## src/design/cpc_pkg.sv

```systemverilog
`default_nettype none

package cpc_pkg;

  // Configuration register map.
  localparam int CFG_IDX_W = 2;

  typedef enum logic [CFG_IDX_W-1:0] {
    CFG_CENTER_X = 2'd0,
    CFG_CENTER_Y = 2'd1,
    CFG_RADIUS   = 2'd2,
    CFG_DEPTH    = 2'd3
  } cfg_idx_t;

  // Fixed field widths.
  localparam int RADIUS_W    = 16;
  localparam int DEPTH_CFG_W = 3;
  localparam int COV_W       = 13;

  // Coverage is reported in units of 1/4096.
  localparam int FULL_SHIFT = 12;
  localparam logic [COV_W-1:0] FULL_SCALE = 13'd4096;

  // Commands from the controller to the datapath.
  typedef struct packed {
    logic capture;
    logic diff;
    logic square;
    logic root;
    logic walk;
    logic finish;
  } cmd_t;

  // Status from the datapath back to the controller.
  typedef struct packed {
    logic reject;
    logic walk_done;
    logic out_free;
  } sts_t;

endpackage

`default_nettype wire

```

## src/design/cpc_ctrl.sv

```systemverilog
`default_nettype none

module cpc_ctrl (
  input  wire logic          clk,
  input  wire logic          rst_n,
  input  wire logic          in_valid,
  output logic               in_ready,
  output cpc_pkg::cmd_t      cmd,
  input  wire cpc_pkg::sts_t sts
);

  typedef enum logic [5:0] {
    ST_IDLE   = 6'b000001,
    ST_DIFF   = 6'b000010,
    ST_SQUARE = 6'b000100,
    ST_ROOT   = 6'b001000,
    ST_WALK   = 6'b010000,
    ST_FIN    = 6'b100000
  } state_t;

  state_t state_r;
  state_t state_nxt;

  assign in_ready = (state_r == ST_IDLE);

  // Sequence one pixel: offsets, squares, root node, sub-square walk, result.
  always_comb begin
    state_nxt   = state_r;
    cmd         = '0;
    cmd.capture = in_valid && in_ready;
    case (state_r)
      ST_IDLE: begin
        if (in_valid) state_nxt = ST_DIFF;
      end
      ST_DIFF: begin
        cmd.diff  = 1'b1;
        state_nxt = sts.reject ? ST_FIN : ST_SQUARE;
      end
      ST_SQUARE: begin
        cmd.square = 1'b1;
        state_nxt  = ST_ROOT;
      end
      ST_ROOT: begin
        cmd.root  = 1'b1;
        state_nxt = ST_WALK;
      end
      ST_WALK: begin
        cmd.walk = 1'b1;
        if (sts.walk_done) state_nxt = ST_FIN;
      end
      ST_FIN: begin
        cmd.finish = 1'b1;
        if (sts.out_free) state_nxt = ST_IDLE;
      end
      default: begin
        state_nxt = ST_IDLE;
      end
    endcase
  end

  always_ff @(posedge clk) begin
    if (!rst_n) begin
      state_r <= ST_IDLE;
    end else begin
      state_r <= state_nxt;
    end
  end

endmodule

`default_nettype wire

```

## config.mk

```make
export PLATFORM = sky130hd
export DESIGN_NAME = cpc_ctrl
export DESIGN_NICKNAME = d
export VERILOG_FILES = /design/src/design/cpc_pkg.sv /design/src/design/cpc_ctrl.sv
export SDC_FILE = /design/constraint.sdc
export NUM_CORES = 1
export LEC_CHECK = 0
export BUFFER_PORTS_ARGS = -buffer_cell sky130_fd_sc_hd__buf_2
export CAP_MARGIN = 30
export CORE_AREA = 2 2 39 41
export CTS_CLUSTER_SIZE = 14
export DETAILED_ROUTE_END_ITERATION = 8
export DIE_AREA = 0 0 41 43
export RECOVER_POWER = 50
export SLEW_MARGIN = 20
export SYNTH_ARGS = -nofsm -noshare
export SYNTH_HDL_FRONTEND = slang
export SYNTH_SLANG_ARGS = --single-unit
```

## constraint.sdc

```tcl
create_clock -name clk -period 2.96 [get_ports clk]
set_input_delay 0 -clock clk [delete_from_list [all_inputs] [get_ports clk]]
set_output_delay 0 -clock clk [all_outputs]
set_load 0.1 [all_outputs]
```

==> impl_metrics.toml, run 1 <==
[sta]
slew_headroom_pct = 67.7
final_hold_viol_count = 0
tns_ns = 0
fmax_mhz = 580
fin_crit_ns = 1.72
slew_viol_final = 0
skew_ns = 0.00226
setup_viol = 0
hold_slack_ns = 0.0153
rsz0062_at_grt = "no"
tightestPinTransition_ns = 0.487
period_share_pct = 58.2

[route]
first_iter_violations = 0
routed_wl_um = 749
drc = 0
met1_length_um = 375
vias = 329
viasPerCell = 4.70
dr.pass1.iters = 1
maxUsedRoutingLayer = "met3"
ant_nets = 0
wl_met2_um = 342
wl_met3_um = 31
drt-wirelength-per-cell_um = 10.7

[critical_path]
rrSetupSlack_ns = 1.70
endpoint_kind = "output pin"
crit_type = "reg -> out"
worst_setup_path_start_kind = "flop"
cp.arrival_ns = 1.72
crit_chain = "nor4_1 -> and3b_1 -> and2_2 -> buf_2"
cp_max_fo = 8
crit_required_ns = 2.96
crit_path_max_incr_delay_ns = 0.41
slowest_stage = "buf_2"

[cells_and_area]
final_cell_mix = "12 x buf_2, 6 x dfxtp_1, 5 x nor2_1"
fillers = 152
regMostFlops = "state_r"
drive_above_1_share_pct = 35.2
area_delta_synth_final_pct = 27.2
layout_commonest_cell = "buf_2"
diodes = 0
reg.largest.list = "state_r: 6 flops"
largest_reg_flops = 6
final_nets = 62
stdcell_area_um2 = 439
register_area_um2 = 120
fin_cells = 70
multi_input_area_um2 = 213

[yosys]
synth_xor_area_share_pct = 2.54
synth_cells = 39
synth-compound-area-share_pct = 16.3
ys_seq_area_share_pct = 34.8
yosys-mux-area-fraction_pct = 0
synthAdderAreaFrac_pct = 0
synth_warnings = 0
synth-simple-area-share_pct = 45.3
ys_ff_latch = 6
synthesis.nets = 45
synth_top_family_by_area = "simple AND/OR/NAND/NOR gates"
synth_cell_types = 25
synth_area_um2 = 345
synth.avg_cell_area_um2 = 8.85

[cts]
clock-sinks = 6
path_clk_slew_ns = 0.04
htreeDepth = 1
cts_buffers = 3
tritoncts = "done"
clock_latency_ns = 0.24
root_buffer = "clkbuf_4"
hold_buffers = 0
clockBufferDepth = 2
postCtsSetupBuffers = 0
ctsResizeCount = 0

[power_and_ir_drop]
p_leak_nw = 0.210
p_int_uw = 150
comb_power_share_pct = 31.5
total_power_uw = 239
pwr-share-seq_pct = 38.0
peakVddDrop_uv = 285
p_clk_share_pct = 30.6
p_sw_share_pct = 37.2
power_density_nw_per_um2 = 543
p_sw_uw = 88.8

[placed_design]
placed_cell_area_um2 = 430
place_congestion = 0.732
hpwl_um = 583
placed_cells = 67
io_buffers = 12

[worst_hold_path]
min_path_type = "in -> reg"

[run]
maxCapViolCount = 0

[global_route]
grt_start_max_net_pins = 9
grt_pass1_vias = 323
antenna_found_initial = 0
grt_pass1_wl_um = 1270
grt_usage_pct = 10.9
overflow = 0

[die]
core_um2 = 1380
die_w_um = 41
ioPinCount = 13
die_height_um = 43
rows = 14
start_util_pct = 25.0
dieArea_um2 = 1760

[status]
status = "finished, final reports clean"
[metal layers]
layer / GRT usage (%) / vias up
met5: 0 / -
met4: 10.0 / 0
met3: 1.57 / 0
met2: 14.4 / 8
met1: 14.2 / 144
li1: - / 177
[logic make-up after synthesis]
| logic type | count (synthesis) |
|---|---|
| DFF | 6 |
| buffers and inverters | 1 |
| xor gates and xnor gates | 1 |
| and+or+nand+nor | 23 |
| AOI/OAI and AO/OA | 8 |
[worst paths after layout]
kind | startpoint | to | cells past startpoint
worst min-delay path | rst_n | state_r[0] | 2
worst max register to register | state_r[2] | state_r[5] | 4
worst min register to register | state_r[5] | state_r[0] | 2
worst max-delay path | state_r[2] | cmd[5] | 4
[cells in the mapped netlist (all sizes together)]
| master | instances | share of area (%) |
|---|---|---|
| a21boi | 1 | 2.2 |
| nand2b | 1 | 1.8 |
| nand4b | 1 | 2.5 |
| xor2 | 1 | 2.5 |
| nor2b | 1 | 1.8 |
| and3b | 3 | 8.3 |
| and4b | 1 | 3.3 |
| nor3 | 2 | 2.9 |
| nand3b | 1 | 2.2 |
| and3 | 2 | 4.0 |
| dfxtp | 6 | 35 |
| o211ai | 2 | 4.3 |
| o21a | 1 | 2.2 |
| o21ai | 2 | 2.9 |
| a32oi | 1 | 2.5 |
| nand3 | 2 | 2.9 |
| nor2 | 5 | 5.4 |
| and2b | 1 | 2.5 |
| inv | 1 | 1.1 |
| nor4 | 1 | 3.6 |
| a22oi | 1 | 2.2 |
| and2 | 2 | 4.0 |
[worst max-delay path, delay by kind of cell, from the launching register on]
family | cells | cell delay (ns)
simple gates | 3 | 0.71
buf+inv | 1 | 0.41
flops | 1 | 0.36
[layout make-up]
class | instances | area share, %
multi-input cells | 32 | 48.4
flip-flops and latches | 6 | 27.4
repair buffers | 12 | 13.7
clock buffers | 3 | 5.13
well taps | 16 | 4.56
inverters | 1 | 0.855
[through the flow]
stage | setup WS (ns) | utilization [%]
after CTS | 1.26 | 32.7
after global placement | 1.54 | 31.1
after detailed placement | 1.52 | 31.1
after floorplan | 0.787 | -
after global routing | 1.10 | 31.7
final | 1.24 | 31.7
[power by group through the flow]
stage          clock network [mW]  logic (mW)  registers [mW]
2_1_floorplan                   0      0.0635          0.0907
3_3_place_gp                    0      0.0754          0.0921
3_5_place_dp                    0      0.0758          0.0921
4_1_cts                    0.0771      0.0762          0.0907
5_1_grt                    0.0841      0.0784          0.0913
6_report                   0.0730      0.0751          0.0906
No activity file was read; power rests on OpenSTA's default activity.
==> run 2, diff against run 1 <==
==> constraint.sdc (replaced) <==
create_clock -name clk -period 1.65 [get_ports clk]
set_input_delay 0 -clock clk [delete_from_list [all_inputs] [get_ports clk]]
set_output_delay 0 -clock clk [all_outputs]
set_load 0.1 [all_outputs]
==> run 2 against run 1 <==
Die area stayed put. First-iteration DRC count is 4 higher. Worst setup slack worse by 1.1 ns. Register-to-register slack worse by 1.4 ns. Power is 90% higher. Sequential share of layout area is 3.7 points lower. Sequential power is 79% higher. Hold slack better by 0.010 ns. Design area is 16% higher. Critical path depth is 1 lower. Non-clock buffer count is 1 higher. Clock-buffer cell count stayed put. Largest power group unchanged. Highest routed layer is now met4.
==> impl_metrics.toml, run 2 (synthesized netlist as in run 1, its figures left out) <==
[cells_and_area]
regMostFlops = "state_r"
largest_reg_flops = 6
drive_above_1_share_pct = 41.8
stdcell_area_um2 = 508
final_nets = 63
layout_commonest_cell = "buf_2"
area_delta_synth_final_pct = 47.1
final_cell_mix = "8 x buf_2, 6 x dfxtp_1, 5 x nor2_1, 5 x clkbuf_4"
diodes = 0
reg.largest.list = "state_r: 6 flops"

[power_and_ir_drop]
p_int_uw = 287
p_leak_nw = 0.212
p_sw_uw = 166
p_clk_share_pct = 29.5
p_sw_share_pct = 36.7
pwr-share-seq_pct = 35.9
comb_power_share_pct = 34.6
power_density_nw_per_um2 = 891
peakVddDrop_uv = 362

[route]
drt-wirelength-per-cell_um = 11.6
viasPerCell = 5.15
first_iter_violations = 4
drc = 0
ant_nets = 0
vias = 366
dr.pass1.iters = 4
routed_wl_um = 824

[critical_path]
crit_type = "reg -> out"
crit_path_max_incr_delay_ns = 0.43
cp.arrival_ns = 1.56
crit_chain = "nor2_1 -> and4b_2 -> buf_2"
r2r_start = "state_r[2]"
regToRegEndpoint = "state_r[5]"
worst_setup_path_start_kind = "flop"
slowest_stage = "buf_2"
crit_required_ns = 1.65
cp_max_fo = 6
endpoint_kind = "output pin"
rrSetupSlack_ns = 0.34
rr_worst_depth = 5
critPathTopFamily = "simple AND/OR/NAND/NOR gates"
path_buf_inv = 1

[global_route]
grt_pass1_vias = 344
grt_pass1_wl_um = 1400
grt_usage_pct = 12.6
grt_start_max_net_pins = 9
overflow = 0
antenna_found_initial = 0

[sta]
period_share_pct = 94.4
rsz0062_at_grt = "no"
final_hold_viol_count = 0
setup_viol = 0
finalWorstSetupSlack_ns = 0.0928
fin_crit_ns = 1.56
tightestPinTransition_ns = 0.487
fmax_mhz = 642
slew_viol_final = 0
skew_ns = 0.00404
slew_headroom_pct = 67.8

[placed_design]
place_ws_ns = 0.306
hpwl_um = 639
placed_cell_area_um2 = 472
io_buffers = 12
place_congestion = 0.681

[die]
core_um2 = 1380
die_height_um = 43
start_util_pct = 25.0
die_w_um = 41
dieArea_um2 = 1760
rows = 14
ioPinCount = 13

[worst_hold_path]
min_path_type = "in -> reg"
hold_end = "state_r[1]"
min_path_cells = 2
hold_start = "in_valid"

[cts]
clock-sinks = 6
clockBufferDepth = 2
clock_latency_ns = 0.24
tritoncts = "done"
htreeDepth = 1
path_clk_slew_ns = 0.04
postCtsSetupBuffers = 0
cts_buffers = 3
root_buffer = "clkbuf_4"

[run]
maxCapViolCount = 0

[status]
status = "finished, final reports clean"
-- run 2: worst max path at each step --
| stage | startpoint | to | slack (ns) | depth (start not counted) |
|---|---|---|---|---|
| after floorplan | state_r[0] | state_r[4] | -0.1 | 4 |
| after global placement | state_r[2] | in_ready | 0.33 | 3 |
| after detailed placement | state_r[5] | in_ready | 0.31 | 3 |
| after CTS | state_r[2] | in_ready | 0.03 | 3 |
| after global routing | state_r[0] | cmd[3] | 0.02 | 3 |
| final | state_r[0] | cmd[3] | 0.09 | 3 |
-- run 2: cell type report --
cell class,instances,area [um^2]
sequential,6,120
inverter,1,7.51
timing repair buffer,13,105
multi-input combinational,32,233
tap,16,20.0
clock buffer,3,22.5
fill,148,876
-- run 2: per-stage QoR --
stage          TNS, ns  total power [mW]  util (%)  hold slack [ns]  instances
2_1_floorplan  -0.0980             0.279         -           0.0886         39
3_5_place_dp         0             0.318      34.1            0.261         67
6_report             0             0.453      36.7           0.0256         71
3_3_place_gp         0             0.317      34.1            0.259         67
5_1_grt              0             0.469      36.7           0.0511         71
4_1_cts              0             0.457      36.4           0.0200         71
-- run 2: power by group through the flow --
stage	Combinational, mW	Sequential [mW]	Clock [mW]
floorplan	0.116	0.163	0
global placement	0.152	0.165	0
detailed placement	0.153	0.165	0
CTS	0.155	0.162	0.140
global route	0.164	0.163	0.142
finish	0.157	0.162	0.134
-- run 2: per-layer routing --
layer	track usage, %	wire length (um)	share of wire (%)
met5	0	0	0
met2	16.6	339	41
met3	1.57	21	2.5
met4	16.0	52	6.3
met1	14.7	411	50
-- run 2: worst register-to-register path: cells and delay by family (launching register included) --
family	cells	cell delay (ns)
simple gates	2	0.25
buf+inv	1	0.12
compound gates	2	0.31
flops	1	0.50
-- run 2: timing repair --
action,CTS,global route
endpoints found under the hold margin,1,0
setup endpoints to repair,0,2
hold buffers,1,0
resized for setup,0,2
