===== src/design/cpc_pkg.sv =====
`default_nettype none

package cpc_pkg;

  // Configuration register map.
  localparam int CFG_IDX_W = 2;

  typedef enum logic [CFG_IDX_W-1:0] {
    CFG_CENTER_X = 2'd0,
    CFG_CENTER_Y = 2'd1,
    CFG_RADIUS   = 2'd2,
    CFG_DEPTH    = 2'd3
  } cfg_idx_t;

  // Fixed field widths.
  localparam int RADIUS_W    = 16;
  localparam int DEPTH_CFG_W = 3;
  localparam int COV_W       = 13;

  // Coverage is reported in units of 1/4096.
  localparam int FULL_SHIFT = 12;
  localparam logic [COV_W-1:0] FULL_SCALE = 13'd4096;

  // Commands from the controller to the datapath.
  typedef struct packed {
    logic capture;
    logic diff;
    logic square;
    logic root;
    logic walk;
    logic finish;
  } cmd_t;

  // Status from the datapath back to the controller.
  typedef struct packed {
    logic reject;
    logic walk_done;
    logic out_free;
  } sts_t;

endpackage

`default_nettype wire


===== src/design/cpc_dp.sv =====
`default_nettype none

module cpc_dp #(
  parameter int MAX_DEPTH  = 6,
  parameter int FRAC_BITS  = 8,
  parameter int COORD_BITS = 21
) (
  input  wire logic                               clk,
  input  wire logic                               rst_n,
  input  wire cpc_pkg::cmd_t                      cmd,
  output cpc_pkg::sts_t                           sts,
  input  wire logic signed [COORD_BITS-1:0]       in_pixel_x,
  input  wire logic signed [COORD_BITS-1:0]       in_pixel_y,
  input  wire logic signed [COORD_BITS-1:0]       center_x,
  input  wire logic signed [COORD_BITS-1:0]       center_y,
  input  wire logic [cpc_pkg::RADIUS_W-1:0]       radius,
  input  wire logic [cpc_pkg::DEPTH_CFG_W-1:0]    depth_levels,
  output logic                                    out_valid,
  input  wire logic                               out_ready,
  output logic [cpc_pkg::COV_W-1:0]               out_coverage
);

  // Offsets inside the walk carry EXT extra fraction bits, so every
  // sub-square offset and squared distance is an exact integer.
  localparam int EXT     = MAX_DEPTH + 1;
  localparam int DEP_W   = $clog2(MAX_DEPTH + 1);
  localparam int IDX_W   = (MAX_DEPTH > 1) ? $clog2(MAX_DEPTH) : 1;
  localparam int SQH     = ((46341 << FRAC_BITS) + 32768) >> 16;
  localparam int RP_W    = cpc_pkg::RADIUS_W + 1;
  localparam int DX_W    = (COORD_BITS + 1 > RP_W + 1) ? COORD_BITS + 1 : RP_W + 1;
  localparam int MAG_W   = RP_W;
  localparam int SQ_W    = 2 * MAG_W;
  localparam int OFF_W   = RP_W + 2 + EXT;
  localparam int D2_W    = 2 * RP_W + 3 + 2 * EXT;
  localparam int SH_BASE = FRAC_BITS + EXT - 1;
  localparam int CNT_W   = 2 * MAX_DEPTH + 1;
  localparam int RND_W   = CNT_W + cpc_pkg::FULL_SHIFT;

  typedef struct packed {
    logic signed [OFF_W-1:0] x;
    logic signed [OFF_W-1:0] y;
    logic [D2_W-1:0]         d2;
  } node_t;

  // Child k of a square at remaining depth lvl. Children sit at +-s on each
  // axis, s = half a pixel / 2^lvl; the squared distance follows from the
  // parent's by shifts: d2 + 2s(+-x +-y) + 2s^2.
  function automatic node_t gen_child(
    input logic signed [OFF_W-1:0] px,
    input logic signed [OFF_W-1:0] py,
    input logic [D2_W-1:0]         pd2,
    input logic [DEP_W-1:0]        lvl,
    input logic [1:0]              k
  );
    int                      sh_s;
    logic signed [OFF_W-1:0] s;
    logic signed [OFF_W:0]   t;
    logic [D2_W+1:0]         term;
    logic [D2_W+1:0]         cterm;
    logic [D2_W+1:0]         sum;
    node_t                   c;
    sh_s  = SH_BASE - int'(lvl);
    s     = OFF_W'(1) <<< sh_s;
    c.x   = k[1] ? (px + s) : (px - s);
    c.y   = k[0] ? (py + s) : (py - s);
    t     = (k[1] ? (OFF_W+1)'(px) : -(OFF_W+1)'(px))
          + (k[0] ? (OFF_W+1)'(py) : -(OFF_W+1)'(py));
    term  = (D2_W+2)'(t) <<< (sh_s + 1);
    cterm = (D2_W+2)'(1) << (2 * sh_s + 1);
    sum   = (D2_W+2)'(pd2) + term + cterm;
    c.d2  = sum[D2_W-1:0];
    return c;
  endfunction

  logic signed [COORD_BITS-1:0] pix_x_r;
  logic signed [COORD_BITS-1:0] pix_y_r;
  logic signed [DX_W-1:0]       dx_full;
  logic signed [DX_W-1:0]       dy_full;
  logic [DX_W-1:0]              adx;
  logic [DX_W-1:0]              ady;
  logic [RP_W-1:0]              rplus;
  logic signed [RP_W:0]         rmin_s;
  logic                         reject;

  logic signed [RP_W:0]         dx_r;
  logic signed [RP_W:0]         dy_r;
  logic [MAG_W-1:0]             adx_r;
  logic [MAG_W-1:0]             ady_r;
  logic [DEP_W-1:0]             dep_r;
  logic [SQ_W-1:0]              sqx_r;
  logic [SQ_W-1:0]              sqy_r;
  logic [SQ_W-1:0]              rl_r;
  logic [SQ_W-1:0]              ro_r;
  logic [SQ_W-1:0]              ri_r;
  logic                         ri_en_r;

  logic signed [OFF_W-1:0]      cur_x_r;
  logic signed [OFF_W-1:0]      cur_y_r;
  logic [D2_W-1:0]              cur_d2_r;
  logic [DEP_W-1:0]             cur_d_r;
  logic [CNT_W-1:0]             acc_r;

  logic signed [OFF_W-1:0]      stk_x_r  [MAX_DEPTH];
  logic signed [OFF_W-1:0]      stk_y_r  [MAX_DEPTH];
  logic [D2_W-1:0]              stk_d2_r [MAX_DEPTH];
  logic [1:0]                   nxt_r    [MAX_DEPTH];

  logic [D2_W-1:0]              rl_w;
  logic [D2_W-1:0]              ro_w;
  logic [D2_W-1:0]              ri_w;
  logic                         is_leaf;
  logic                         out_hit;
  logic                         in_hit;
  logic                         terminal;
  logic [CNT_W-1:0]             value;
  logic                         found;
  logic [DEP_W-1:0]             lf;
  logic [DEP_W-1:0]             lf_m1;
  logic [DEP_W-1:0]             cur_m1;
  logic [IDX_W-1:0]             sidx;
  logic [IDX_W-1:0]             cidx;
  logic [DEP_W-1:0]             dep_sat;
  node_t                        child_a;
  node_t                        child_b;

  logic [RND_W-1:0]             rnd;
  logic [cpc_pkg::COV_W-1:0]    out_cov_r;
  logic                         out_valid_r;
  logic                         out_free;

  // Offsets from the center and the coarse bounding-box reject.
  assign dx_full = DX_W'(pix_x_r) - DX_W'(center_x);
  assign dy_full = DX_W'(pix_y_r) - DX_W'(center_y);
  assign adx     = dx_full[DX_W-1] ? DX_W'(-dx_full) : DX_W'(dx_full);
  assign ady     = dy_full[DX_W-1] ? DX_W'(-dy_full) : DX_W'(dy_full);
  assign rplus   = RP_W'(radius) + RP_W'(SQH);
  assign rmin_s  = (RP_W+1)'(radius) - (RP_W+1)'(SQH);
  assign reject  = (adx >= DX_W'(rplus)) || (ady >= DX_W'(rplus));
  assign dep_sat = (int'(depth_levels) > MAX_DEPTH) ? DEP_W'(MAX_DEPTH) : DEP_W'(depth_levels);

  // Radius thresholds scaled to the walk's fixed point.
  assign rl_w = D2_W'(rl_r) << (2 * EXT);
  assign ro_w = D2_W'(ro_r) << (2 * EXT);
  assign ri_w = D2_W'(ri_r) << (2 * EXT);

  // Classify the current sub-square.
  assign is_leaf  = (cur_d_r == '0);
  assign out_hit  = (cur_d2_r > ro_w);
  assign in_hit   = ri_en_r && (cur_d2_r <= ri_w);
  assign terminal = is_leaf || out_hit || in_hit;

  always_comb begin
    if (is_leaf) begin
      value = CNT_W'(cur_d2_r <= rl_w);
    end else if (out_hit || !in_hit) begin
      value = '0;
    end else begin
      value = CNT_W'(1) << {cur_d_r, 1'b0};
    end
  end

  // Nearest ancestor level that still has a child to visit.
  always_comb begin
    found = 1'b0;
    lf    = '0;
    for (int l = MAX_DEPTH; l >= 1; l--) begin
      if (l > int'(cur_d_r) && l <= int'(dep_r) && nxt_r[l-1] != 2'd0) begin
        found = 1'b1;
        lf    = DEP_W'(l);
      end
    end
  end

  assign lf_m1  = lf - DEP_W'(1);
  assign cur_m1 = cur_d_r - DEP_W'(1);
  assign sidx   = lf_m1[IDX_W-1:0];
  assign cidx   = cur_m1[IDX_W-1:0];

  // First child of the current square, and the next sibling up the stack.
  assign child_a = gen_child(cur_x_r, cur_y_r, cur_d2_r, cur_d_r, 2'd0);
  assign child_b = gen_child(stk_x_r[sidx], stk_y_r[sidx], stk_d2_r[sidx], lf, nxt_r[sidx]);

  // Pixel capture, offsets and squares.
  always_ff @(posedge clk) begin
    if (cmd.capture) begin
      pix_x_r <= in_pixel_x;
      pix_y_r <= in_pixel_y;
    end
    if (cmd.diff) begin
      dx_r  <= dx_full[RP_W:0];
      dy_r  <= dy_full[RP_W:0];
      adx_r <= adx[MAG_W-1:0];
      ady_r <= ady[MAG_W-1:0];
      dep_r <= dep_sat;
    end
    if (cmd.square) begin
      sqx_r   <= SQ_W'(adx_r) * SQ_W'(adx_r);
      sqy_r   <= SQ_W'(ady_r) * SQ_W'(ady_r);
      rl_r    <= SQ_W'(radius) * SQ_W'(radius);
      ro_r    <= SQ_W'(rplus) * SQ_W'(rplus);
      ri_r    <= SQ_W'(rmin_s[RP_W-1:0]) * SQ_W'(rmin_s[RP_W-1:0]);
      ri_en_r <= (rmin_s > (RP_W+1)'(0));
    end
  end

  // Sub-square walk: one square per cycle, explicit stack of parents.
  always_ff @(posedge clk) begin
    if (cmd.root) begin
      cur_x_r  <= OFF_W'(dx_r) <<< EXT;
      cur_y_r  <= OFF_W'(dy_r) <<< EXT;
      cur_d2_r <= D2_W'((SQ_W+1)'(sqx_r) + (SQ_W+1)'(sqy_r)) << (2 * EXT);
      cur_d_r  <= dep_r;
    end else if (cmd.walk) begin
      if (!terminal) begin
        stk_x_r[cidx]  <= cur_x_r;
        stk_y_r[cidx]  <= cur_y_r;
        stk_d2_r[cidx] <= cur_d2_r;
        nxt_r[cidx]    <= 2'd1;
        cur_x_r        <= child_a.x;
        cur_y_r        <= child_a.y;
        cur_d2_r       <= child_a.d2;
        cur_d_r        <= cur_m1;
      end else if (found) begin
        nxt_r[sidx]    <= nxt_r[sidx] + 2'd1;
        cur_x_r        <= child_b.x;
        cur_y_r        <= child_b.y;
        cur_d2_r       <= child_b.d2;
        cur_d_r        <= lf_m1;
      end
    end
  end

  // Coverage count in units of 1/4^depth.
  always_ff @(posedge clk) begin
    if (!rst_n) begin
      acc_r <= '0;
    end else if (cmd.capture) begin
      acc_r <= '0;
    end else if (cmd.walk) begin
      acc_r <= acc_r + value;
    end
  end

  // Rescale to 1/4096 with rounding.
  assign rnd = ((RND_W'(acc_r) << cpc_pkg::FULL_SHIFT)
             + ((RND_W'(1) << {dep_r, 1'b0}) >> 1)) >> {dep_r, 1'b0};

  // Output register; the next pixel proceeds while a result waits here.
  assign out_free = !out_valid_r || out_ready;

  always_ff @(posedge clk) begin
    if (!rst_n) begin
      out_valid_r <= 1'b0;
      out_cov_r   <= '0;
    end else if (cmd.finish && out_free) begin
      out_valid_r <= 1'b1;
      out_cov_r   <= rnd[cpc_pkg::COV_W-1:0];
    end else if (out_ready) begin
      out_valid_r <= 1'b0;
    end
  end

  assign sts.reject    = reject;
  assign sts.walk_done = terminal && !found;
  assign sts.out_free  = out_free;

  assign out_valid    = out_valid_r;
  assign out_coverage = out_cov_r;

endmodule

`default_nettype wire


===== config.mk =====
export PLATFORM = sky130hd
export DESIGN_NAME = cpc_dp
export DESIGN_NICKNAME = d
export VERILOG_FILES = /design/src/design/cpc_pkg.sv /design/src/design/cpc_dp.sv
export SDC_FILE = /design/constraint.sdc
export NUM_CORES = 2
export LEC_CHECK = 0
export BUFFER_PORTS_ARGS = -buffer_cell sky130_fd_sc_hd__clkbuf_2
export CAP_MARGIN = 30
export CORE_MARGIN = 5
export CORE_UTILIZATION = 45
export CTS_CLUSTER_SIZE = 20
export DETAILED_ROUTE_END_ITERATION = 10
export PLACE_DENSITY = 0.71
export RECOVER_POWER = 25
export SYNTH_ARGS = -nofsm -noshare
export SYNTH_HDL_FRONTEND = slang
export SYNTH_SLANG_ARGS = --single-unit

===== constraint.sdc =====
create_clock -name clk -period 15.33 [get_ports clk]
set_clock_uncertainty 0.2 [all_clocks]
set_input_delay 0.7665 -clock clk [delete_from_list [all_inputs] [get_ports clk]]
set_output_delay 0.7665 -clock clk [all_outputs]
set_load 0.1 [all_outputs]

==> qor.yml <==
status: "complete, but fails checks"
violations: "capacitance limit, slew limit"
worstSetupPathType: "reg2reg"
drtIter0Drc: 7142
drive_gt1_share_pct: 5.73
hold_violations: 0
cp.required_ns: 15.60
multi_input_area_sq_mm: 0.0662
ys_seq_area_share_pct: 29.3
grt_overflow: 0
wl_per_cell_um: 22.2
io_pins: 129
maxCapViolations: 2
synth-async-reset-ratio_pct: 0
fp.dieW_um: 493
firstDrtPassIters: 6
dr_total_vias: 79700
cts_tree: "done"
syn_inst: 10700
clk_path_buf_depth: 3
maxSlewHeadroom_pct: -68.4
drc_errors: 0
ff_latch_area_sq_mm: 0.0308
cpLargestDelayFamily: "compound AO/OA/AOI/OAI gates"
dieArea_sq_mm: 0.243
hold_class: "in2reg"
grt_pass1_vias: 81400
clock-root-buffer: "clkbuf_16"
wl_um: 309000
ctsHoldBuffers: 43
antenna_found_initial: 10
critPathSlowestCell: "ha_4"
critPathCaptureType: "flip-flop"
htreeDepth: 3
grt_max_degree: 134
synth_edf_count: 988
syn-mean-instance-area_sq_um: 9.83
num_rows: 177
post_cts_buffers: 0
fillers: 20900
fin_tns_setup_ns: 0
numCtsBuffers: 111
synth_warnings: 0
synth-seq-cells: 1043
crit_path_max_incr_delay_ns: 0.74
dominantRegCellSynth: "edfxtp_1"
synth.distinct_cells: 103
initial_core_util_pct: 45.2
cts.clk_slew.worst_paths_ns: 0.06
rsz0062_at_grt: "no"
crit_path_max_fanout: 73
fin_crit_sh_pct: 88.1
grt_pass1_wl_um: 473000
post_cts_resized: 0
cts.sinks: 1043
viasPerCell: 5.72
dp_slack_ns: 2.31
area_growth_pct: 7.95
cp.arrival_ns: 13.78
synth_area_sq_mm: 0.105
worst_pin_slew_ns: 2.53
gp_congestion: 1.00
postRouteAntennaNets: 0
cp_common_cell: "a21oi_1"
clk-insertion-delay-late_ns: 0.78
final_cell_mix: "inv_1 (1772), ha_1 (1078), edfxtp_1 (988)"
drv_slew: 72
setup_viol_count_final: 0
core_sq_mm: 0.232
grt_usage_pct: 25.0
cp_num_buf_inv: 6
min_period_ns: 13.50
clock.fmax_mhz: 74.1
nets: 12900
hpwl_um: 240000
cp-start-kind: "flip-flop"
final_common_cell: "inv_1"
io_buffers: 128
die_h_um: 493
setup_ws_ns: 1.83
==> cells by family after synthesis <==
group	Yosys count	share of synthesized area, %
other	2	0.00716
adders and majority gates	2054	31.5
and+or+nand+nor	2812	12.3
muxes	267	3.54
xor gates and xnor gates	555	4.64
buffers and inverters	2139	7.75
DFF	1043	29.3
AOI/OAI and AO/OA	1805	11.0
==> layout make-up <==
class                      count  share of cell area (%)
inverter                    1794                    5.96
antenna                        4                 0.00884
tap                         3043                    3.36
sequential                  1043                    27.2
multi-input combinational   7519                    58.5
clock inverter                70                   0.552
clock buffer                 137                    2.58
timing repair buffer         309                    1.93
==> flip-flops by register name, indices dropped and copies added, names as in the netlist, 18 cells and up <==
name	cells
cur_d2_r	51
cur_x_r	26
cur_y_r	26
dx_r	18
dy_r	18
pix_x_r	21
pix_y_r	21
ri_r	32
rl_r	31
ro_r	33
sqx_r	33
sqy_r	33
stk_d2_r	306
stk_x_r	156
stk_y_r	156
==> Yosys cell counts, drive strengths merged, types with 182 or more instances <==
master	count	area share [%]
a21oi	495	2.4
and2	190	1.1
clkbuf	278	0.99
edfxtp	988	28
fa	975	19
ha	1079	13
inv	1781	6.4
nand2	983	3.5
nor2	803	2.9
nor3	182	0.88
o21ai	393	1.9
xnor2	378	3.2
==> through the flow <==
stage	hold slack [ns]	area (sq um)	util, %	std cells
global placement	0.251	109000	47.0	13700
floorplan	0.224	105000	-	10700
global route	0.0590	113000	48.8	13900
CTS	0.000973	113000	48.8	13900
finish	0.0676	113000	48.8	13900
detailed placement	0.268	109000	47.0	13700
==> worst paths after layout <==
| check | startpoint | depth (start not counted) | endpoint | slack, ns |
|---|---|---|---|---|
| setup / recovery | cur_d_r[1]$_DFFE_PP_ | 51 | cur_d2_r[50]$_SDFFCE_PP0P_ | 1.83 |
| hold / removal | cmd[0] | 3 | out_valid$_SDFFE_PN0P_ | 0.07 |
| setup reg to reg | cur_d_r[1]$_DFFE_PP_ | 51 | cur_d2_r[50]$_SDFFCE_PP0P_ | 1.83 |
| hold reg to reg | out_coverage[10]$_SDFFE_PN0P_ | 2 | out_coverage[10]$_SDFFE_PN0P_ | 0.27 |
==> worst register-to-register path, delay by kind of cell, from the launching register on <==
family                     cells  cell delay (ns)
buffers and inverters          6             1.21
AOI/OAI and AO/OA             23             6.40
xor gates and xnor gates       2             0.32
DFF                            1             0.66
adders and majority gates      5             2.15
and+or+nand+nor               11             1.38
muxes                          4             0.92
==> routing by layer <==
metal  vias up  GRT usage, %  wire length [um]  share of wire [%]
met3       634          3.61             23900                7.8
met5         -             0                49              0.016
met2      3250          40.7            143000                 46
met1     39600          33.9            128000                 42
met4         8          9.59             13400                4.3
li1      36200             -                 -                  -
Power is left out: the tool's default activity adds up to more than one toggle a clock period on the data nets, which glitch-free logic cannot reach.
