--- config.mk ---
export PLATFORM = sky130hd
export DESIGN_NAME = cpc_cfg
export DESIGN_NICKNAME = d
export VERILOG_FILES = /design/src/design/cpc_pkg.sv /design/src/design/cpc_cfg.sv
export SDC_FILE = /design/constraint.sdc
export NUM_CORES = 1
export LEC_CHECK = 0
export BUFFER_PORTS_ARGS = -buffer_cell sky130_fd_sc_hd__buf_2
export CAP_MARGIN = 20
export CORE_MARGIN = 2
export CORE_UTILIZATION = 26
export CTS_BUF_LIST = sky130_fd_sc_hd__clkbuf_4 sky130_fd_sc_hd__clkbuf_8
export DETAILED_ROUTE_END_ITERATION = 6
export GPL_TIMING_DRIVEN = 0
export HOLD_SLACK_MARGIN = 0.08
export SLEW_MARGIN = 10
export SYNTH_ARGS = -nofsm -noshare
export SYNTH_HDL_FRONTEND = slang
export SYNTH_SLANG_ARGS = --single-unit
--- constraint.sdc ---
create_clock -name clk -period 1.3 [get_ports clk]
set_input_delay 0.13 -clock clk [delete_from_list [all_inputs] [get_ports clk]]
set_output_delay 0.13 -clock clk [all_outputs]
set_load 0.02 [all_outputs]
--- src/design/cpc_pkg.sv ---
`default_nettype none

package cpc_pkg;

  // Configuration register map.
  localparam int CFG_IDX_W = 2;

  typedef enum logic [CFG_IDX_W-1:0] {
    CFG_CENTER_X = 2'd0,
    CFG_CENTER_Y = 2'd1,
    CFG_RADIUS   = 2'd2,
    CFG_DEPTH    = 2'd3
  } cfg_idx_t;

  // Fixed field widths.
  localparam int RADIUS_W    = 16;
  localparam int DEPTH_CFG_W = 3;
  localparam int COV_W       = 13;

  // Coverage is reported in units of 1/4096.
  localparam int FULL_SHIFT = 12;
  localparam logic [COV_W-1:0] FULL_SCALE = 13'd4096;

  // Commands from the controller to the datapath.
  typedef struct packed {
    logic capture;
    logic diff;
    logic square;
    logic root;
    logic walk;
    logic finish;
  } cmd_t;

  // Status from the datapath back to the controller.
  typedef struct packed {
    logic reject;
    logic walk_done;
    logic out_free;
  } sts_t;

endpackage

`default_nettype wire

--- src/design/cpc_cfg.sv ---
`default_nettype none

module cpc_cfg #(
  parameter int COORD_BITS = 21,
  parameter int CFG_W      = 21
) (
  input  wire logic                              clk,
  input  wire logic                              rst_n,
  input  wire logic                              cfg_valid,
  output logic                                   cfg_ready,
  input  wire logic [cpc_pkg::CFG_IDX_W-1:0]     cfg_index,
  input  wire logic [CFG_W-1:0]                  cfg_data,
  output logic signed [COORD_BITS-1:0]           center_x,
  output logic signed [COORD_BITS-1:0]           center_y,
  output logic [cpc_pkg::RADIUS_W-1:0]           radius,
  output logic [cpc_pkg::DEPTH_CFG_W-1:0]        depth_levels
);

  logic signed [COORD_BITS-1:0]         center_x_r;
  logic signed [COORD_BITS-1:0]         center_y_r;
  logic [cpc_pkg::RADIUS_W-1:0]         radius_r;
  logic [cpc_pkg::DEPTH_CFG_W-1:0]      depth_r;

  // The register file takes a write in every cycle.
  assign cfg_ready = 1'b1;

  // Register writes; bits above a register's width are dropped.
  always_ff @(posedge clk) begin
    if (!rst_n) begin
      center_x_r <= '0;
      center_y_r <= '0;
      radius_r   <= 16'd256;
      depth_r    <= 3'd3;
    end else if (cfg_valid && cfg_ready) begin
      case (cpc_pkg::cfg_idx_t'(cfg_index))
        cpc_pkg::CFG_CENTER_X: center_x_r <= cfg_data[COORD_BITS-1:0];
        cpc_pkg::CFG_CENTER_Y: center_y_r <= cfg_data[COORD_BITS-1:0];
        cpc_pkg::CFG_RADIUS:   radius_r   <= cfg_data[cpc_pkg::RADIUS_W-1:0];
        cpc_pkg::CFG_DEPTH:    depth_r    <= cfg_data[cpc_pkg::DEPTH_CFG_W-1:0];
        default: ;
      endcase
    end
  end

  assign center_x     = center_x_r;
  assign center_y     = center_y_r;
  assign radius       = radius_r;
  assign depth_levels = depth_r;

endmodule

`default_nettype wire

==> summary.txt, run 1 <==
Run status
  • Status: completed

Floorplanning
  • Core Box Area: between 0.008 and 0.009 mm2
  • Die ar.: 0.009643 mm2
  • Starting Density: a little over a quarter
  • Cell row count: 34
  • Die height: roughly 98 um
  • Die X: roughly 100 um
  • # IOs: 88

STA
  • Tcrit/Tclk final: between 70% and 80%
  • Unrepaired setup endpoints after global routing: no
  • Rel. slew slack: a little under three fifths
  • Max-slew violation count: 0
  • Final hold slack: 94.73 ps
  • Maximum clock frequency: 1013 MHz
  • Min Tclk post-route: between 900 and 1000 ps
  • Setup ws final: between 300 and 400 ps
  • Final setup violation count: 0
  • Final Hold Viols: 0
  • Worst-Margin Slew: roughly 660 ps
  • Final Skew: 0 ps

Power
  • Switching power: roughly 1.0 mW
  • Switch share: a little under a quarter
  • Sequential share of power: 44.3%
  • Pleak: 1.650 nW
  • Total Power: between 4 and 5 mW
  • VDD IR max: 0.5153 mV
  • Combinational power share: approximately 10%
  • Pint: ~3.4 mW
  • Clk pwr share: about 46%
  • Power Dens Cells: between 1000 and 1500 mW/mm2

CTS
  • Clock root buffer: clkbuf_8
  • Htree depth: 3
  • Clock Path Buffers: 2
  • CTS buffer count: 9
  • Worst-Skew Late Latency: ~340 ps
  • Post_cts resized: 0
  • Clock sinks: 61
  • Clock-pin slew on the worst setup and hold paths: roughly 70 ps
  • CTS tree: done

Routing
  • Initial drt markers: 50
  • Vias: between 1500 and 2000
  • Vias per cell: about 4.4
  • DRT antenna net count: 0
  • Wire length per cell: about 14 um
  • Iteration count of the initial detailed-routing pass: 4
  • Drt drc: 0
  • Routed WL: 6295 um

Setup path
  • Worst setup EP type: output port
  • Worst-path fanout max: 2
  • Delay of the slowest cell on the worst path: roughly 340 ps
  • CP arrival: 860 ps
  • Crit path kind: register to output port
  • Startpoint class of the critical path: register
  • Worst EP required: around 1200 ps
  • WP buf/inv: 1
  • CP top delay family: flip-flops
  • Slowest-stage cell, CP: dfxtp_1
  • Crit-path cells: buf_2

Global route
  • GRT Util Overall: between 10 and 15%
  • GRT overflow: 0
  • Pin count of the biggest net entering global routing: 11
  • Initial antenna violation count: 0
  • Vias in the first global route: between 1500 and 2000
  • Global-route wire length before repair: ~10000 um

Place
  • GP Congestion: 0.7155
  • Post-Place Worst Slack: -79.19 ps
  • HPWL after detailed placement: ~4600 um
  • Placed instance area: about 0.0029 mm2
  • Buffers on Ports: 84
  • Post-placement cell count: ~420

Yosys
  • Post-synth cell types: 18
  • Post-synthesis cell count: between 200 and 250
  • Sequential-to-total area share from yosys stat: ~53%
  • Netlist Area Pre-Place: 0.002307 mm2
  • Syn Area/Cell: 10.08 um2
  • #FFs+latches synth: between 60 and 70
  • Synth Warn #: 0
  • Post-Syn Nets: approximately 260

Final layout
  • Area growth from synthesis to layout: 37.69%
  • Nets: approximately 360
  • Layout Cells excl Fill: between 400 and 500
  • Finished Cell Area: about 0.0032 mm2
  • Share of cells above drive strength 1: 32.74%
  • Antenna diodes: 0

Flow run
  • Max-Cap Viols: 0

Min path
  • Hold crit path type: input pin to register
==> cells in the mapped netlist, drive strengths merged <==
master	number	area share, %
buf	9	3.3
a211o	1	0.38
nor3b	1	0.81
inv	3	0.49
nand4	2	0.54
dfxtp	61	53
nand3b	2	0.65
mux2i	58	25
conb	1	0.16
and4b	1	0.43
nand2	79	13
clkbuf	8	1.4
o211ai	2	0.65
and3	1	0.27
==> state kept, by name, indices dropped and copies added, names as in the netlist <==
signal        cells
center_x         21
center_y         21
radius           16
depth_levels      3
==> power groups by stage <==
| stage | Sequential [mW] | Combinational (mW) | Clock (mW) |
|---|---|---|---|
| final | 1.97 | 0.448 | 2.03 |
| after detailed placement | 2.01 | 0.441 | 0 |
| after floorplan | 2.09 | 0.186 | 0 |
| after global placement | 2.01 | 0.435 | 0 |
| after CTS | 1.97 | 0.457 | 2.09 |
| after global routing | 1.98 | 0.489 | 2.16 |
==> layout make-up <==
cell class              instances  area, um2
inverters                       3      11.26
clock buffers                  13      178.9
plain buffers                  17      107.6
fillers                       917       5502
well taps                     108      135.1
multi-input cells             148      967.2
flip-flops and latches         61       1221
repair buffers                 91      490.5
clock inverters                 3      65.06
==> worst paths after layout <==
check / from / end / slack, ps / cells past startpoint
max reg2reg: radius[8] / radius[8] / 630 / 1
min reg2reg: radius[7] / radius[7] / 450 / 2
min: cfg_data[4] / center_x[4] / 90 / 3
max: center_y[0] / center_y[0] / 310 / 1
==> metrics by stage <==
| step | setup TNS, ps | utilization (%) |
|---|---|---|
| after floorplan | 0 | - |
| after global placement | -200.4 | 32.99 |
| after detailed placement | -1164 | 32.99 |
| after CTS | 0 | 36.61 |
| after global routing | 0 | 36.61 |
| final | 0 | 36.61 |
==> layer usage <==
metal,wire [um],global-route usage (%),up-vias,share of wire [%]
li1,-,-,953,-
met1,2779,16.85,911,44
met2,2935,21.92,65,47
met3,513,5.941,8,8.1
met4,68,4.110,0,1.1
met5,0,0,-,0
==> logic make-up (layout without fill, tap and decap cells) <==
| family | count (synthesis) | after routing | share of synthesized area [%] |
|---|---|---|---|
| AOI/OAI and AO/OA | 3 | 3 | 1.030 |
| buffers and inverters | 20 | 127 | 5.151 |
| DFF | 61 | 61 | 52.93 |
| muxes | 58 | 58 | 25.16 |
| other | 1 | 1 | 0.1625 |
| and+or+nand+nor | 86 | 86 | 15.56 |
==> cell usage in the layout, fill, tap and decap left out <==
master and count:
clkbuf_8 13, a211o_1 1, clkbuf_2 1, clkinv_2 1, nand4_1 2, nand2_1 79
o211ai_1 2, and3_1 1, mux2i_1 58, buf_2 85, clkbuf_1 7, dlygate4sd3_1 7
conb_1 1, bufinv_16 2, and4b_1 1, buf_4 3, nor3b_4 1, dfxtp_1 61
inv_1 3, buf_1 1, buf_6 4, nand3b_1 2
==> repair_timing <==
action | CTS | global route
endpoints found under the hold margin | 12 | 0
endpoints found under the setup margin | 0 | 0
buffers inserted | 0 | 0
hold buffers | 7 | 0
(Power assumes the default switching activity.)
==> run 2: changes to the inputs <==
--- a/config.mk
+++ b/config.mk
@@ -5,6 +5,7 @@
 export SDC_FILE = /design/constraint.sdc
 export NUM_CORES = 1
 export LEC_CHECK = 0
+export ABC_AREA = 1
 export BUFFER_PORTS_ARGS = -buffer_cell sky130_fd_sc_hd__buf_2
 export CAP_MARGIN = 20
 export CORE_MARGIN = 2
==> constraint.sdc (replaced) <==
create_clock -name clk -period 1 [get_ports clk]
set_input_delay 0.1 -clock clk [delete_from_list [all_inputs] [get_ports clk]]
set_output_delay 0.1 -clock clk [all_outputs]
set_load 0.02 [all_outputs]
==> run 2 against run 1 <==
Compared with the run above: worst setup slack lost 280 ps; combinational power grew 110%; sequential power grew 34%; sequential cell count is the same; first-iteration DRC count grew 120%; die area grew 13%; non-clock buffer count grew 22; utilization grew 0.85 points; sequential share of layout area shrank 4.9 points; via count grew 38%; clock skew is the same.
==> summary.txt, run 2 <==
Run status
  • Status: completed

Final layout
  • Area growth from synthesis to layout: 39.93%
  • Commonest non-fill, non-tap cell in the layout: nand2_1
  • Most frequent cells in the layout: nand2_1 (100), nor2_1 (95), buf_2 (80)
  • Antenna diodes: 0
  • Share of cells above drive strength 1: 24.32%
  • Util after Layout: approximately 37%
  • Nets: ~540

STA
  • Max-slew violation count: 0
  • Rel. slew slack: 62.44%
  • Min Tclk post-route: just under 1000 ps
  • Final hold slack: 143.8 ps
  • Final Skew: 0 ps
  • Maximum clock frequency: 1038 MHz
  • Final Hold Viols: 0
  • Tcrit/Tclk final: between 90% and 100%
  • Worst-Margin Slew: about 560 ps
  • Final setup violation count: 0

Setup path
  • WP buf/inv: 1
  • Crit path kind: register to output port
  • Critical Path Stages: 1
  • Crit-path cells: buf_2
  • Slowest-stage cell, CP: dfxtp_1
  • Delay of the slowest cell on the worst path: 350 ps
  • Worst-path fanout max: 2
  • Startpoint class of the critical path: register
  • Flop2flop setup slack: 350 ps
  • CP arrival: 860 ps
  • CP top delay family: flip-flops
  • Worst EP required: ~900 ps
  • Worst setup EP type: output port
  • R2R cell count: 4

Yosys
  • Count leader, synth: nand2_1
  • #FFs+latches synth: between 60 and 70
  • Top cell type's share of synthesized area: between 40% and 50%
  • Synth top cells by count: nand2_1 (100), nor2_1 (95), dfxtp_1 (61)
  • Async SR Flop Fraction: 0%
  • Post-synth EDFFs: 0
  • Yosys top cell by area: dfxtp_1
  • Main synth FF type: dfxtp_1
  • Post-synth cell types: 16
  • Sequential-to-total area share from yosys stat: approximately 47%
  • Synth Warn #: 0
  • Post-synthesis cell count: roughly 390
  • Synth area leaders: dfxtp_1 (47%), nand2_1 (14%), nor2_1 (14%), inv_1 (8.6%), nand3_1 (4.8%)
  • Netlist Area Pre-Place: 0.002616 mm2
  • Post-Syn Nets: 418
  • Syn Area/Cell: about 6.7 um2

Power
  • Pleak: about 2.0 nW
  • Power Dens Cells: ~1600 mW/mm2
  • VDD IR max: just under 0.7 mV

Routing
  • Initial drt markers: between 100 and 150
  • Wire length per cell: roughly 12 um
  • Vias: 2676
  • DRT antenna net count: 0
  • Routed WL: 7857 um
  • Drt drc: 0
  • Vias per cell: 4.136
  • Iteration count of the initial detailed-routing pass: 4

Place
  • GP Congestion: a little under 0.8
  • Buffers on Ports: 84
  • HPWL after detailed placement: about 5800 um

CTS
  • CTS tree: done
  • Worst-Skew Late Latency: between 300 and 400 ps
  • Clock-pin slew on the worst setup and hold paths: 70 ps
  • Clock root buffer: clkbuf_8
  • Post-CTS setup buffer count: 0
  • Htree depth: 3
  • CTS buffer count: 9
  • Clock Path Buffers: 2
  • Clock sinks: between 60 and 70

Global route
  • Pin count of the biggest net entering global routing: 12
  • Vias in the first global route: between 2000 and 3000
  • GRT overflow: 0
  • Global-route wire length before repair: 12980 um
  • Initial antenna violation count: 0
  • GRT Util Overall: approximately 15%

Floorplanning
  • Die X: between 100 and 150 um
  • Core Box Area: about 0.01 mm2
  • # IOs: ~90
  • Starting Density: about 27%
  • Die ar.: 0.01088 mm2
  • Die height: 104.3 um
  • Cell row count: 36

Flow run
  • Max-Cap Viols: 0

Min path
  • Hold Crit Depth: 3
  • Hold crit path type: input pin to register
## run 2: area by class of cell
| cell class | count | area [um2] |
|---|---|---|
| Multi-Input combinational cell | 246 | 1018 |
| Buffer | 24 | 147.6 |
| Inverter | 61 | 229.0 |
| Sequential cell | 61 | 1227 |
| Fill cell | 1061 | 6113 |
| Tap cell | 133 | 166.4 |
| Clock buffer | 11 | 145.1 |
| Timing Repair Buffer | 106 | 668.1 |
| Clock inverter | 5 | 58.81 |
## run 2: per-layer routing
| layer | vias to the layer above | share of wire (%) | global-route usage (%) |
|---|---|---|---|
| li1 | 1387 | - | - |
| met1 | 1203 | 46 | 18.28 |
| met2 | 73 | 47 | 25.26 |
| met3 | 13 | 4.9 | 4.073 |
| met4 | 0 | 2.2 | 6.371 |
| met5 | - | 0 | 0 |
## run 2: power breakdown
group / switching [mW] / internal, mW
registers: 0.0663 / 2.56
logic: 0.579 / 0.351
clock network: 1.02 / 1.25
## run 2: worst register-to-register path: stages, from the launching register on
cell and delay [ps]:
dfxtp_1 340, inv_1 50, nand2_1 60, nand2_1 40, nor2_1 100
## run 2: repair_timing
| action | in CTS | in global routing |
|---|---|---|
| resized for setup | 1 | 16 |
| setup endpoints to repair | 1 | 11 |
| hold buffers | 22 | 0 |
| endpoints found under the hold margin | 37 | 0 |
## run 2: final timing paths
| path | endpoint | start |
|---|---|---|
| max reg2reg | center_y[8] | center_y[8] |
| max | center_x[12] | center_x[12] |
| min | radius[8] | cfg_index[1] |
| min reg2reg | center_x[6] | center_x[6] |
## run 2: cells by family (layout without fill, tap and decap cells)
family / after synthesis / after routing / synth area share (%)
DFF: 61 / 61 / 46.68
AOI/OAI and AO/OA: 21 / 21 / 4.017
other: 1 / 1 / 0.1433
buffers and inverters: 85 / 207 / 14.39
and+or+nand+nor: 224 / 224 / 34.77
## run 2: stage by stage
step / std cells / power [mW] / setup WS [ps] / cell area, um2 / TNS, ps
finish: 647 / 5.827 / 36.71 / 3661 / 0
floorplan: 392 / 3.209 / 161.5 / 2616 / 0
CTS: 647 / 5.879 / 4.435 / 3630 / 0
global placement: 609 / 3.518 / -68.52 / 3203 / -850.7
detailed placement: 609 / 3.532 / -91.19 / 3203 / -1371
global route: 647 / 6.126 / -0.7071 / 3661 / -0.7071
==> run 3: changes to the inputs <==
--- a/config.mk
+++ b/config.mk
@@ -5,7 +5,6 @@
 export SDC_FILE = /design/constraint.sdc
 export NUM_CORES = 1
 export LEC_CHECK = 0
-export ABC_AREA = 1
 export BUFFER_PORTS_ARGS = -buffer_cell sky130_fd_sc_hd__buf_2
 export CAP_MARGIN = 20
 export CORE_MARGIN = 2
==> run 3 against run 2 <==
Compared with the run above: clock skew stayed put; power hardly changed; combinational power is 33% lower; cell count down 30%; clock-buffer cell count grew 2; via count fell by 27%; register-to-register slack got worse by 20 ps; clock power up 16%.
==> summary.txt, run 3 (synthesis gave the netlist of run 1 again) <==
STA
  • Final Hold Viols: 0
  • Worst-Margin Slew: between 600 and 700 ps
  • Tcrit/Tclk final: about 96%
  • Min Tclk post-route: approximately 960 ps
  • Final Skew: 0 ps
  • Unrepaired setup endpoints after global routing: no
  • Rel. slew slack: between 50% and 60%
  • Final hold slack: between 90 and 100 ps
  • Maximum clock frequency: 1047 MHz
  • Max-slew violation count: 0
  • Final setup violation count: 0
  • Setup ws final: between 40 and 50 ps

Setup path
  • Worst EP required: roughly 900 ps
  • Startpoint class of the critical path: register
  • Slowest-stage cell, CP: dfxtp_1
  • Crit-path cells: buf_2
  • Crit path kind: register to output port
  • Worst-path fanout max: 2
  • CP top delay family: flip-flops
  • Worst setup EP type: output port
  • WP buf/inv: 1
  • Delay of the slowest cell on the worst path: about 340 ps
  • CP arrival: between 800 and 900 ps

CTS
  • Clock sinks: 61
  • CTS buffer count: 9
  • Clock-pin slew on the worst setup and hold paths: about 70 ps
  • Worst-Skew Late Latency: approximately 330 ps
  • Post-CTS setup buffer count: 0
  • CTS tree: done
  • Clock root buffer: clkbuf_8
  • Htree depth: 3
  • Clock Path Buffers: 2

Routing
  • Wire length per cell: 14.34 um
  • DRT antenna net count: 0
  • Routed WL: 6510 um
  • Vias: roughly 2000
  • Drt drc: 0
  • Initial drt markers: 55
  • Iteration count of the initial detailed-routing pass: 4
  • Vias per cell: roughly 4.3

Power
  • Pleak: ~1.7 nW
  • Power Dens Cells: ~1800 mW/mm2
  • VDD IR max: 0.6695 mV
  • Total Power: just under 6 mW

Final layout
  • Area growth from synthesis to layout: 42.52%
  • Nets: between 300 and 400
  • Antenna diodes: 0
  • Reg area: 0.001221 mm2
  • Share of cells above drive strength 1: between 30% and 40%
  • Most frequent cells in the layout: buf_2 (81), nand2_1 (79), dfxtp_1 (61)
  • Fillers: roughly 900
  • Commonest non-fill, non-tap cell in the layout: buf_2
  • Area occupied by multi-input gates: just under 0.001 mm2

Floorplanning
  • # IOs: slightly below 90
  • Die X: 98.20 um
  • Die ar.: approximately 0.0096 mm2
  • Cell row count: 34
  • Die height: approximately 98 um
  • Core Box Area: 0.008678 mm2
  • Starting Density: between 20% and 30%

Min path
  • Hold crit path type: input pin to register

Place
  • HPWL after detailed placement: 4571 um
  • Buffers on Ports: 84
  • Post-Place Worst Slack: -349.2 ps
  • GP Congestion: just over 0.7

Flow run
  • Max-Cap Viols: 0

Run status
  • Status: completed

Global route
  • GRT Util Overall: around 14%
  • Initial antenna violation count: 0
  • Vias in the first global route: 2050
  • Global-route wire length before repair: around 10000 um
  • GRT overflow: 0
  • Pin count of the biggest net entering global routing: 11
-- run 3: repair_timing --
| action | 4_1_cts | 5_1_grt |
|---|---|---|
| endpoints found under the hold margin | 38 | 0 |
| hold buffers | 17 | 0 |
| endpoints found under the setup margin | 0 | 27 |
| gates resized for setup | 0 | 5 |
-- run 3: area by class of cell --
type / instances / share of cell area (%)
multi-input cells: 148 / 29.41
plain buffers: 17 / 3.310
well taps: 108 / 4.110
repair buffers: 101 / 18.26
flip-flops and latches: 61 / 37.14
inverters: 3 / 0.3425
clock buffers: 13 / 5.441
clock inverters: 3 / 1.979
-- run 3: worst paths after layout --
kind | start | slack [ps] | depth (start not counted) | end
setup / recovery | center_y[0] | 40 | 1 | center_y[0]
hold / removal | rst_n | 90 | 3 | radius[8]
setup reg to reg | radius[8] | 330 | 1 | radius[8]
hold reg to reg | radius[7] | 460 | 2 | radius[7]
-- run 3: metal layers --
metal	wire length, um	track usage, %
met1	2896	16.93
met2	3104	23.29
met3	441	5.798
met4	68	4.426
met5	0	0
-- run 3: report_power, final --
group	internal (mW)	total, mW	switching [mW]	leakage [nW]
clock	1.67	2.64	0.969	0.126
combinational	0.253	0.619	0.366	1.07
sequential	2.52	2.56	0.0436	0.496
-- run 3: stage by stage --
step	cells	utilization, %	area, um2	TNS (ps)
floorplan	229	-	2307	0
global placement	421	32.99	2863	-12360
detailed placement	421	32.99	2863	-14350
CTS	454	37.76	3277	0
global route	454	37.89	3288	0
finish	454	37.89	3288	0
